--- src/hdl/igtp_pkg.sv ---
// shared types, constants and helpers for the integer grid text parser
// no dependencies
package igtp_pkg;

    localparam int MAX_ROWS    = 1024;
    localparam int MAX_COLUMNS = 1024;
    localparam int COUNT_W     = $clog2(((MAX_ROWS > MAX_COLUMNS) ? MAX_ROWS : MAX_COLUMNS) + 1);
    localparam int COORD_W     = 10;
    localparam int QUEUE_DEPTH = 2;
    localparam int QPTR_W      = $clog2(QUEUE_DEPTH);
    localparam int QCNT_W      = $clog2(QUEUE_DEPTH + 1);

    localparam logic [7:0] CH_SPACE   = 8'h20;
    localparam logic [7:0] CH_NEWLINE = 8'h0A;
    localparam logic [7:0] CH_MINUS   = 8'h2D;
    localparam logic [7:0] CH_ZERO    = 8'h30;
    localparam logic [7:0] CH_NINE    = 8'h39;

    typedef logic [2:0] status_t;
    localparam status_t ST_OK         = 3'd0;
    localparam status_t ST_ILLEGAL    = 3'd1;
    localparam status_t ST_LONE_MINUS = 3'd2;
    localparam status_t ST_WIDTH      = 3'd3;
    localparam status_t ST_OVERFLOW   = 3'd4;

    typedef enum logic [2:0] {
        TK_DIGIT,
        TK_MINUS,
        TK_SPACE,
        TK_NEWLINE,
        TK_ILLEGAL,
        TK_END
    } kind_t;

    typedef struct packed {
        kind_t       kind;
        logic [3:0]  digit;
    } token_t;

    typedef struct packed {
        logic   valid;
        token_t token;
    } tok_chan_t;

    typedef struct packed {
        logic [7:0] text_byte;
        logic       end_of_text;
    } text_t;

    typedef struct packed {
        logic signed [31:0]   value;
        logic [COORD_W-1:0]   row;
        logic [COORD_W-1:0]   column;
        logic                 row_end;
        status_t              status;
        logic                 done_res;
    } result_t;

    function automatic logic [COORD_W-1:0] sat_coord(input logic [COUNT_W-1:0] x);
        logic [COUNT_W-1:0] lim;
        lim = COUNT_W'((1 << COORD_W) - 1);
        return (x > lim) ? {COORD_W{1'b1}} : x[COORD_W-1:0];
    endfunction

endpackage

--- src/hdl/igtp_front.sv ---
// front end: classifies each text request into a token and pushes it into the queue
// depends on igtp_pkg
module igtp_front (
    input  logic              text_valid,
    input  igtp_pkg::text_t   text,
    output logic              text_stall,
    input  logic              queue_full,
    output igtp_pkg::tok_chan_t push
);
    import igtp_pkg::*;

    token_t tok;

    always_comb
    begin
        tok.digit = text.text_byte[3:0];
        if (text.end_of_text)
        begin
            tok.kind = TK_END;
        end
        else
        begin
            case (text.text_byte) inside
                [CH_ZERO:CH_NINE]: tok.kind = TK_DIGIT;
                CH_MINUS:          tok.kind = TK_MINUS;
                CH_SPACE:          tok.kind = TK_SPACE;
                CH_NEWLINE:        tok.kind = TK_NEWLINE;
                default:           tok.kind = TK_ILLEGAL;
            endcase
        end
    end

    assign text_stall = queue_full;
    assign push.valid = text_valid && !queue_full;
    assign push.token = tok;

endmodule

--- src/hdl/igtp_queue.sv ---
// short token queue between front and back end
// depends on igtp_pkg
module igtp_queue (
    input  logic                clk,
    input  logic                rst_n,
    input  igtp_pkg::tok_chan_t push,
    output logic                full,
    output igtp_pkg::tok_chan_t head,
    input  logic                pop
);
    import igtp_pkg::*;

    token_t              mem_reg [QUEUE_DEPTH];
    logic [QPTR_W-1:0]   wr_ptr_reg, wr_ptr_next;
    logic [QPTR_W-1:0]   rd_ptr_reg, rd_ptr_next;
    logic [QCNT_W-1:0]   count_reg, count_next;
    logic                do_push, do_pop;

    assign full       = (count_reg == QCNT_W'(QUEUE_DEPTH));
    assign head.valid = (count_reg != '0);
    assign head.token = mem_reg[rd_ptr_reg];

    assign do_push = push.valid && !full;
    assign do_pop  = pop && head.valid;

    always_comb
    begin
        wr_ptr_next = wr_ptr_reg;
        rd_ptr_next = rd_ptr_reg;
        count_next  = count_reg;
        if (do_push)
        begin
            wr_ptr_next = (wr_ptr_reg == QPTR_W'(QUEUE_DEPTH - 1)) ? '0 : wr_ptr_reg + 1'b1;
        end
        if (do_pop)
        begin
            rd_ptr_next = (rd_ptr_reg == QPTR_W'(QUEUE_DEPTH - 1)) ? '0 : rd_ptr_reg + 1'b1;
        end
        if (do_push && !do_pop)
        begin
            count_next = count_reg + 1'b1;
        end
        else if (!do_push && do_pop)
        begin
            count_next = count_reg - 1'b1;
        end
    end

    always_ff @(posedge clk)
    begin
        if (do_push)
        begin
            mem_reg[wr_ptr_reg] <= push.token;
        end
    end

    always_ff @(posedge clk or negedge rst_n)
    begin
        if (!rst_n)
        begin
            wr_ptr_reg <= '0;
            rd_ptr_reg <= '0;
            count_reg  <= '0;
        end
        else
        begin
            wr_ptr_reg <= wr_ptr_next;
            rd_ptr_reg <= rd_ptr_next;
            count_reg  <= count_next;
        end
    end

endmodule

--- src/hdl/igtp_back.sv ---
// back end: parser state, number accumulation, grid checks and result register
// depends on igtp_pkg
module igtp_back (
    input  logic                clk,
    input  logic                rst_n,
    input  igtp_pkg::tok_chan_t head,
    output logic                pop,
    output logic                result_valid,
    output igtp_pkg::result_t   result,
    input  logic                result_stall
);
    import igtp_pkg::*;

    logic [31:0]        acc_reg, acc_next;
    logic               neg_reg, neg_next;
    logic               in_num_reg, in_num_next;
    logic               pminus_reg, pminus_next;
    logic [COUNT_W-1:0] col_reg, col_next;
    logic [COUNT_W-1:0] row_reg, row_next;
    logic [COUNT_W-1:0] ref_reg, ref_next;
    logic               wk_reg, wk_next;
    status_t            err_reg, err_next;
    logic               res_valid_reg, res_valid_next;
    result_t            res_reg, res_next;

    logic               take, emit, ends_row;
    logic               do_fail, do_finish, do_close;
    status_t            fail_code, fin_code;
    logic [COUNT_W-1:0] col_inc, close_col;
    logic [31:0]        acc_x10;
    result_t            r;

    assign take     = head.valid && (!res_valid_reg || !result_stall);
    assign pop      = take;
    assign ends_row = (head.token.kind == TK_NEWLINE) || (head.token.kind == TK_END);
    assign col_inc  = col_reg + 1'b1;
    assign acc_x10  = (acc_reg << 3) + (acc_reg << 1);

    always_comb
    begin
        if (col_reg >= COUNT_W'(MAX_COLUMNS) || row_reg >= COUNT_W'(MAX_ROWS))
        begin
            fin_code = ST_OVERFLOW;
        end
        else if (wk_reg && col_reg >= ref_reg)
        begin
            fin_code = ST_WIDTH;
        end
        else if (ends_row && wk_reg && col_inc != ref_reg)
        begin
            fin_code = ST_WIDTH;
        end
        else
        begin
            fin_code = ST_OK;
        end
    end

    // token decode
    always_comb
    begin
        do_fail   = 1'b0;
        do_finish = 1'b0;
        do_close  = 1'b0;
        fail_code = ST_OK;
        if (take && err_reg == ST_OK)
        begin
            case (head.token.kind)
                TK_DIGIT:
                begin
                end
                TK_MINUS:
                begin
                    if (in_num_reg)
                    begin
                        do_fail   = 1'b1;
                        fail_code = ST_ILLEGAL;
                    end
                    else if (pminus_reg)
                    begin
                        do_fail   = 1'b1;
                        fail_code = ST_LONE_MINUS;
                    end
                end
                TK_SPACE, TK_NEWLINE, TK_END:
                begin
                    if (pminus_reg)
                    begin
                        do_fail   = 1'b1;
                        fail_code = ST_LONE_MINUS;
                    end
                    else if (in_num_reg)
                    begin
                        if (fin_code != ST_OK)
                        begin
                            do_fail   = 1'b1;
                            fail_code = fin_code;
                        end
                        else
                        begin
                            do_finish = 1'b1;
                            do_close  = ends_row;
                        end
                    end
                    else if (ends_row && col_reg != '0)
                    begin
                        if (wk_reg && col_reg != ref_reg)
                        begin
                            do_fail   = 1'b1;
                            fail_code = ST_WIDTH;
                        end
                        else
                        begin
                            do_close = 1'b1;
                        end
                    end
                end
                default:
                begin
                    do_fail   = 1'b1;
                    fail_code = ST_ILLEGAL;
                end
            endcase
        end
    end

    // state update and result build
    always_comb
    begin
        acc_next    = acc_reg;
        neg_next    = neg_reg;
        in_num_next = in_num_reg;
        pminus_next = pminus_reg;
        col_next    = col_reg;
        row_next    = row_reg;
        ref_next    = ref_reg;
        wk_next     = wk_reg;
        err_next    = err_reg;
        emit        = 1'b0;
        r           = '0;
        close_col   = do_finish ? col_inc : col_reg;

        if (take && err_reg == ST_OK)
        begin
            if (head.token.kind == TK_DIGIT)
            begin
                if (in_num_reg)
                begin
                    acc_next = acc_x10 + 32'(head.token.digit);
                end
                else
                begin
                    neg_next    = pminus_reg;
                    pminus_next = 1'b0;
                    in_num_next = 1'b1;
                    acc_next    = 32'(head.token.digit);
                end
            end
            else if (head.token.kind == TK_MINUS && !do_fail)
            begin
                pminus_next = 1'b1;
            end
        end

        if (do_fail)
        begin
            emit     = 1'b1;
            err_next = fail_code;
            r.status = fail_code;
            r.row    = sat_coord(row_reg);
            r.column = sat_coord(col_reg);
        end

        if (do_finish)
        begin
            emit        = 1'b1;
            r.value     = neg_reg ? (32'd0 - acc_reg) : acc_reg;
            r.row       = sat_coord(row_reg);
            r.column    = sat_coord(col_reg);
            r.row_end   = ends_row;
            col_next    = col_inc;
            in_num_next = 1'b0;
            neg_next    = 1'b0;
            acc_next    = '0;
        end

        if (do_close)
        begin
            if (!wk_reg)
            begin
                ref_next = close_col;
                wk_next  = 1'b1;
            end
            if (row_reg < COUNT_W'(MAX_ROWS))
            begin
                row_next = row_reg + 1'b1;
            end
            col_next = '0;
        end

        if (take && head.token.kind == TK_END)
        begin
            emit       = 1'b1;
            r.done_res = 1'b1;
            if (err_reg != ST_OK)
            begin
                r.status = err_reg;
            end
            acc_next    = '0;
            neg_next    = 1'b0;
            in_num_next = 1'b0;
            pminus_next = 1'b0;
            col_next    = '0;
            row_next    = '0;
            ref_next    = '0;
            wk_next     = 1'b0;
            err_next    = ST_OK;
        end
    end

    always_comb
    begin
        res_valid_next = res_valid_reg;
        res_next       = res_reg;
        if (take && emit)
        begin
            res_valid_next = 1'b1;
            res_next       = r;
        end
        else if (!result_stall)
        begin
            res_valid_next = 1'b0;
        end
    end

    always_ff @(posedge clk)
    begin
        res_reg <= res_next;
    end

    always_ff @(posedge clk or negedge rst_n)
    begin
        if (!rst_n)
        begin
            acc_reg       <= '0;
            neg_reg       <= 1'b0;
            in_num_reg    <= 1'b0;
            pminus_reg    <= 1'b0;
            col_reg       <= '0;
            row_reg       <= '0;
            ref_reg       <= '0;
            wk_reg        <= 1'b0;
            err_reg       <= ST_OK;
            res_valid_reg <= 1'b0;
        end
        else
        begin
            acc_reg       <= acc_next;
            neg_reg       <= neg_next;
            in_num_reg    <= in_num_next;
            pminus_reg    <= pminus_next;
            col_reg       <= col_next;
            row_reg       <= row_next;
            ref_reg       <= ref_next;
            wk_reg        <= wk_next;
            err_reg       <= err_next;
            res_valid_reg <= res_valid_next;
        end
    end

    assign result_valid = res_valid_reg;
    assign result       = res_reg;

endmodule

--- src/hdl/integer_grid_text_parser.sv ---
// top level of the integer grid text parser: front end, token queue, back end
// depends on igtp_pkg, igtp_front, igtp_queue, igtp_back
//
//   channel  | handshake                   | payload
//   ---------+-----------------------------+-------------------------------------
//   text     | text_valid / text_stall     | text_byte, end_of_text
//   result   | result_valid / result_stall | value, row, column, row_end, status,
//            |                             | done_res
//
// one request per cycle unless stalled; a token is queued, then its result registered
// the per-cycle limit is the back end's accumulate-times-ten and grid compares
// a two-entry token queue separates the front end from the back end
// text_stall rises only when the queue is full, i.e. result_stall held back the back end
// rst_n clears parser state, queue and result valid flag at once; no clearing pass
module integer_grid_text_parser (
    input  logic              clk,
    input  logic              rst_n,
    input  logic              text_valid,
    input  igtp_pkg::text_t   text,
    output logic              text_stall,
    output logic              result_valid,
    output igtp_pkg::result_t result,
    input  logic              result_stall
);
    import igtp_pkg::*;

    tok_chan_t push, head;
    logic      queue_full, pop;

    igtp_front u_front (
        .text_valid (text_valid),
        .text       (text),
        .text_stall (text_stall),
        .queue_full (queue_full),
        .push       (push)
    );

    igtp_queue u_queue (
        .clk   (clk),
        .rst_n (rst_n),
        .push  (push),
        .full  (queue_full),
        .head  (head),
        .pop   (pop)
    );

    igtp_back u_back (
        .clk          (clk),
        .rst_n        (rst_n),
        .head         (head),
        .pop          (pop),
        .result_valid (result_valid),
        .result       (result),
        .result_stall (result_stall)
    );

endmodule

--- config.mk ---
export PLATFORM = sky130hd
export DESIGN_NAME = integer_grid_text_parser
export DESIGN_NICKNAME = d
export VERILOG_FILES = /design/src/hdl/igtp_pkg.sv /design/src/hdl/igtp_front.sv /design/src/hdl/igtp_queue.sv /design/src/hdl/igtp_back.sv /design/src/hdl/integer_grid_text_parser.sv
export SDC_FILE = /design/constraint.sdc
export NUM_CORES = 1
export LEC_CHECK = 0
export ABC_AREA = 1
export ABC_CLOCK_PERIOD_IN_PS = 4500
export BUFFER_PORTS_ARGS = -buffer_cell sky130_fd_sc_hd__buf_4
export CELL_PAD_IN_SITES_DETAIL_PLACEMENT = 2
export CELL_PAD_IN_SITES_GLOBAL_PLACEMENT = 2
export CORE_MARGIN = 1.5
export CORE_UTILIZATION = 37
export CTS_CLUSTER_SIZE = 8
export DETAILED_ROUTE_END_ITERATION = 12
export GPL_ROUTABILITY_DRIVEN = 0
export PLACE_DENSITY_LB_ADDON = 0.1
export SLEW_MARGIN = 20
export SYNTH_ARGS = -nofsm -noshare
export SYNTH_HDL_FRONTEND = slang
export SYNTH_SLANG_ARGS = --single-unit
--- constraint.sdc ---
create_clock -name clk -period 4.5 [get_ports clk]
set_clock_uncertainty 0.2 [all_clocks]
set_input_delay 0.45 -clock clk [delete_from_list [all_inputs] [get_ports clk]]
set_output_delay 0.45 -clock clk [all_outputs]
set_load 0.005 [all_outputs]
==> results.json <==
{
  "p_total_mw": 7.857,
  "synth_compound_area_share_pct": 11.07,
  "async_flop_share_pct": 52.03,
  "numCtsBuffers": 17,
  "route.detailed.drc": 0,
  "fin_crit_ns": 3.653,
  "rsz0062_at_grt": "false",
  "port_buffers": 71,
  "synth.most_common_cell": "nand2_1",
  "drt-total-wl_mm": 31.75,
  "yosys.area.top_type_share_pct": 22.04,
  "crit_end": "u_back.acc_reg[6]$_DFFE_PN0P_",
  "cpLargestDelayFamily": "simple AND/OR/NAND/NOR gates",
  "finalHoldViolCount": 0,
  "cp_slowest_cell": "dfrtp_1",
  "rr_startpoint": "u_queue.rd_ptr_reg$_DFFE_PN0P_",
  "viasPerCell": 5.301,
  "nets": 1349,
  "clkPwrFrac_pct": 17.3,
  "seq_area_frac_synth_pct": 41.96,
  "yosys.area_share.adder_pct": 9.984,
  "syn-num-nets": 1275,
  "final_core_util_pct": 43.07,
  "fp-row-count": 59,
  "vias": 8524,
  "synth_area_leaders": "edfxtp_1 22%, dfrtp_1 20%, nand2_1 9.7%",
  "synth_xor_area_share_pct": 6.389,
  "worst_slack_ns": 0.8472,
  "largest_reg_flops": 57,
  "hold_path.class": "input port to flop",
  "yosysWarningCount": 0,
  "run_status": "finished clean",
  "die_area_um2": 27130,
  "critical_path_buf_inv_count": 4,
  "synth_simple_gate_area_share_pct": 24.62,
  "fp.dieW_um": 164.7,
  "start_kind": "flop",
  "p_comb_share_pct": 49.8,
  "dpl_cell_area_um2": 10580,
  "crit_start": "u_queue.rd_ptr_reg$_DFFE_PN0P_",
  "power.internal_mw": 4.252,
  "ant_nets": 0,
  "switching_share_pct": 45.88,
  "synth_top_family_by_area": "simple AND/OR/NAND/NOR gates",
  "fin_setup_tns_ns": 0,
  "yosysUniqueCellTypes": 49,
  "power_frac_seq_pct": 32.9,
  "grt.total_usage_pct": 24.78,
  "post_cts_resize_count": 0,
  "area_delta_synth_final_pct": 15.03,
  "grt_pass1_wl_mm": 51.83,
  "start_util_pct": 37.44,
  "ys_seq_elements": 148,
  "p_per_area_nw_per_um2": 706.1,
  "grt-ovfl-total": 0,
  "relSlewSlack_pct": 44.57,
  "synthFlopType": "dfrtp_1",
  "chipHeight_um": 164.7,
  "clock_latency_ns": 0.43,
  "cts.sinks": 148,
  "diodes": 0,
  "critPathArrivalTime_ns": 3.77,
  "grt_pass1_vias": 9509,
  "leakage_nw": 5.272,
  "fin_crit_sh_pct": 81.17,
  "hpwl_mm": 23.60,
  "path_common_cell": "nand2_1",
  "path_depth": 15,
  "grt_max_degree": 50,
  "setup_viol": 0,
  "fin_area_um2": 11130,
  "antenna_found_initial": 0,
  "fmax_ghz": 0.2738,
  "cts.reportedPaths.clkPinSlew_ns": 0.06,
  "htreeDepth": 4,
  "drtIter0Drc": 314,
  "synthMuxAreaShare_pct": 0,
  "postCtsSetupBuffers": 0,
  "cts_buffer_depth": 2,
  "fin_cells": 1608,
  "worstPathCellList": "inv_2 -> o21ai_2 -> nand2_1 -> nand2_1 -> nand2_2 -> nor2_1 -> inv_1 -> nor2_1 -> o21ai_2 -> nand3_2 -> buf_4 -> nand2_1 -> inv_1 -> nand3_4 -> o21ai_0",
  "maxCapViolations": 0,
  "ff2ff_path_depth": 15,
  "core-area_um2": 25840,
  "drive_above_1_share_pct": 12.25,
  "synth_area_per_cell_um2": 8.157,
  "wl_per_cell_um": 19.74,
  "dp_slack_ns": 0.8517,
  "slew_viol_final": 0,
  "placed_cells": 1575,
  "holdWs_ns": 0.03527,
  "ir_drop_mv": 0.3480,
  "firstDrtPassIters": 4,
  "synth_edf_count": 71,
  "crit_fanout": 26,
  "required_ns": 4.62,
  "ctsRootBufferMaster": "clkbuf_16",
  "io_pins": 72,
  "critPathCaptureType": "flop",
  "critPathKind": "flop to flop",
  "reg2reg_slack_ns": 0.85,
  "cts_tree": "done",
  "switchingPower_mw": 3.605,
  "rr_endpoint": "u_back.acc_reg[6]$_DFFE_PN0P_",
  "synth_cells": 1186,
  "synth_common_cells": "251 x nand2_1, 180 x nor2_1, 111 x inv_1",
  "yosysTopAreaCell": "edfxtp_1",
  "synth_area_um2": 9674,
  "worst_pin_slew_ns": 0.8211,
  "critPathMaxStageDelay_ns": 0.51
}
worst min path at each step:
stage                     cells after the start  slack, ns                         endpoint                            from
after global placement                        2       0.31   u_queue.wr_ptr_reg$_DFFE_PN0P_  u_queue.wr_ptr_reg$_DFFE_PN0P_
final                                         1       0.04  u_queue.mem_reg[0][1]$_DFFE_PP_                         text[2]
after global routing                          1       0.02  u_queue.mem_reg[0][1]$_DFFE_PP_                         text[2]
after detailed placement                      2       0.33    u_back.ref_reg[0]$_DFFE_PN0P_   u_back.ref_reg[0]$_DFFE_PN0P_
after CTS                                     1       0.02  u_queue.mem_reg[0][1]$_DFFE_PP_                         text[2]
after floorplan                               0      -0.05    u_back.acc_reg[0]$_DFFE_PN0P_                           rst_n
power groups by stage:
stage	logic, mW	registers, mW	clock network, mW
global placement	3.76	2.58	0
finish	3.91	2.59	1.36
CTS	4.00	2.60	1.39
global route	4.43	2.66	1.44
detailed placement	3.93	2.61	0
floorplan	2.48	2.49	0
per-layer routing:
| layer | global-route usage [%] | wire, um | share of wire [%] | vias to the layer above |
|---|---|---|---|---|
| met5 | 0 | 0 | 0 | - |
| met4 | 6.020 | 506 | 1.6 | 0 |
| met3 | 3.039 | 417 | 1.3 | 36 |
| met2 | 47.67 | 17340 | 55 | 74 |
| met1 | 28.83 | 13480 | 42 | 4305 |
| li1 | - | - | - | 4109 |
worst register-to-register path, cell delays in order (launching register included):
cell and delay, ns:
dfrtp_1 0.51, inv_2 0.16, o21ai_2 0.23, nand2_1 0.14
nand2_1 0.12, nand2_2 0.10, nor2_1 0.17, inv_1 0.10
nor2_1 0.17, o21ai_2 0.13, nand3_2 0.18, buf_4 0.29
nand2_1 0.12, inv_1 0.15, nand3_4 0.40, o21ai_0 0.38
area by class of cell:
cell class	count	area [um2]
Multi-Input combinational cell	894	5050
Sequential cell	148	4059
Tap cell	335	419.2
Inverter	116	435.4
Clock buffer	20	456.7
Fill cell	2980	14710
Timing Repair Buffer	83	625.6
Clock inverter	12	82.58
repair_timing:
action                                 in CTS  in global routing
hold buffers                                1                  0
setup endpoints to repair                   0                  0
endpoints found under the hold margin      48                  0
logic make-up after synthesis:
family | Yosys count
buffers and inverters | 144
and+or+nand+nor | 568
DFF | 148
xor gates and xnor gates | 69
AOI/OAI and AO/OA | 181
adders and majority gates | 76
cell usage in the layout (no fill, tap or decap), types with 2 or more instances in the layout:
cell type	n
inv_2	4
xor2_1	40
o31ai_1	3
clkinvlp_4	3
o21bai_1	6
nor2_2	3
clkinv_4	3
dfrtp_1	77
a31oi_1	5
o22ai_1	2
xnor2_1	28
fa_1	2
or2_2	2
clkinv_2	5
edfxtp_1	71
nand2_1	250
ha_1	74
a211oi_1	2
nand3b_1	2
o41ai_1	2
o21ai_1	13
a21o_1	3
inv_1	111
nor4_1	6
clkbuf_16	17
nor3_1	29
nand4_1	19
o21ai_0	58
nor2_1	180
nand2_2	5
o21ai_2	23
buf_4	82
nand3_1	65
nand3_2	2
clkbuf_8	2
a21oi_1	57
Note: power is estimated with default switching activity, not from simulation.
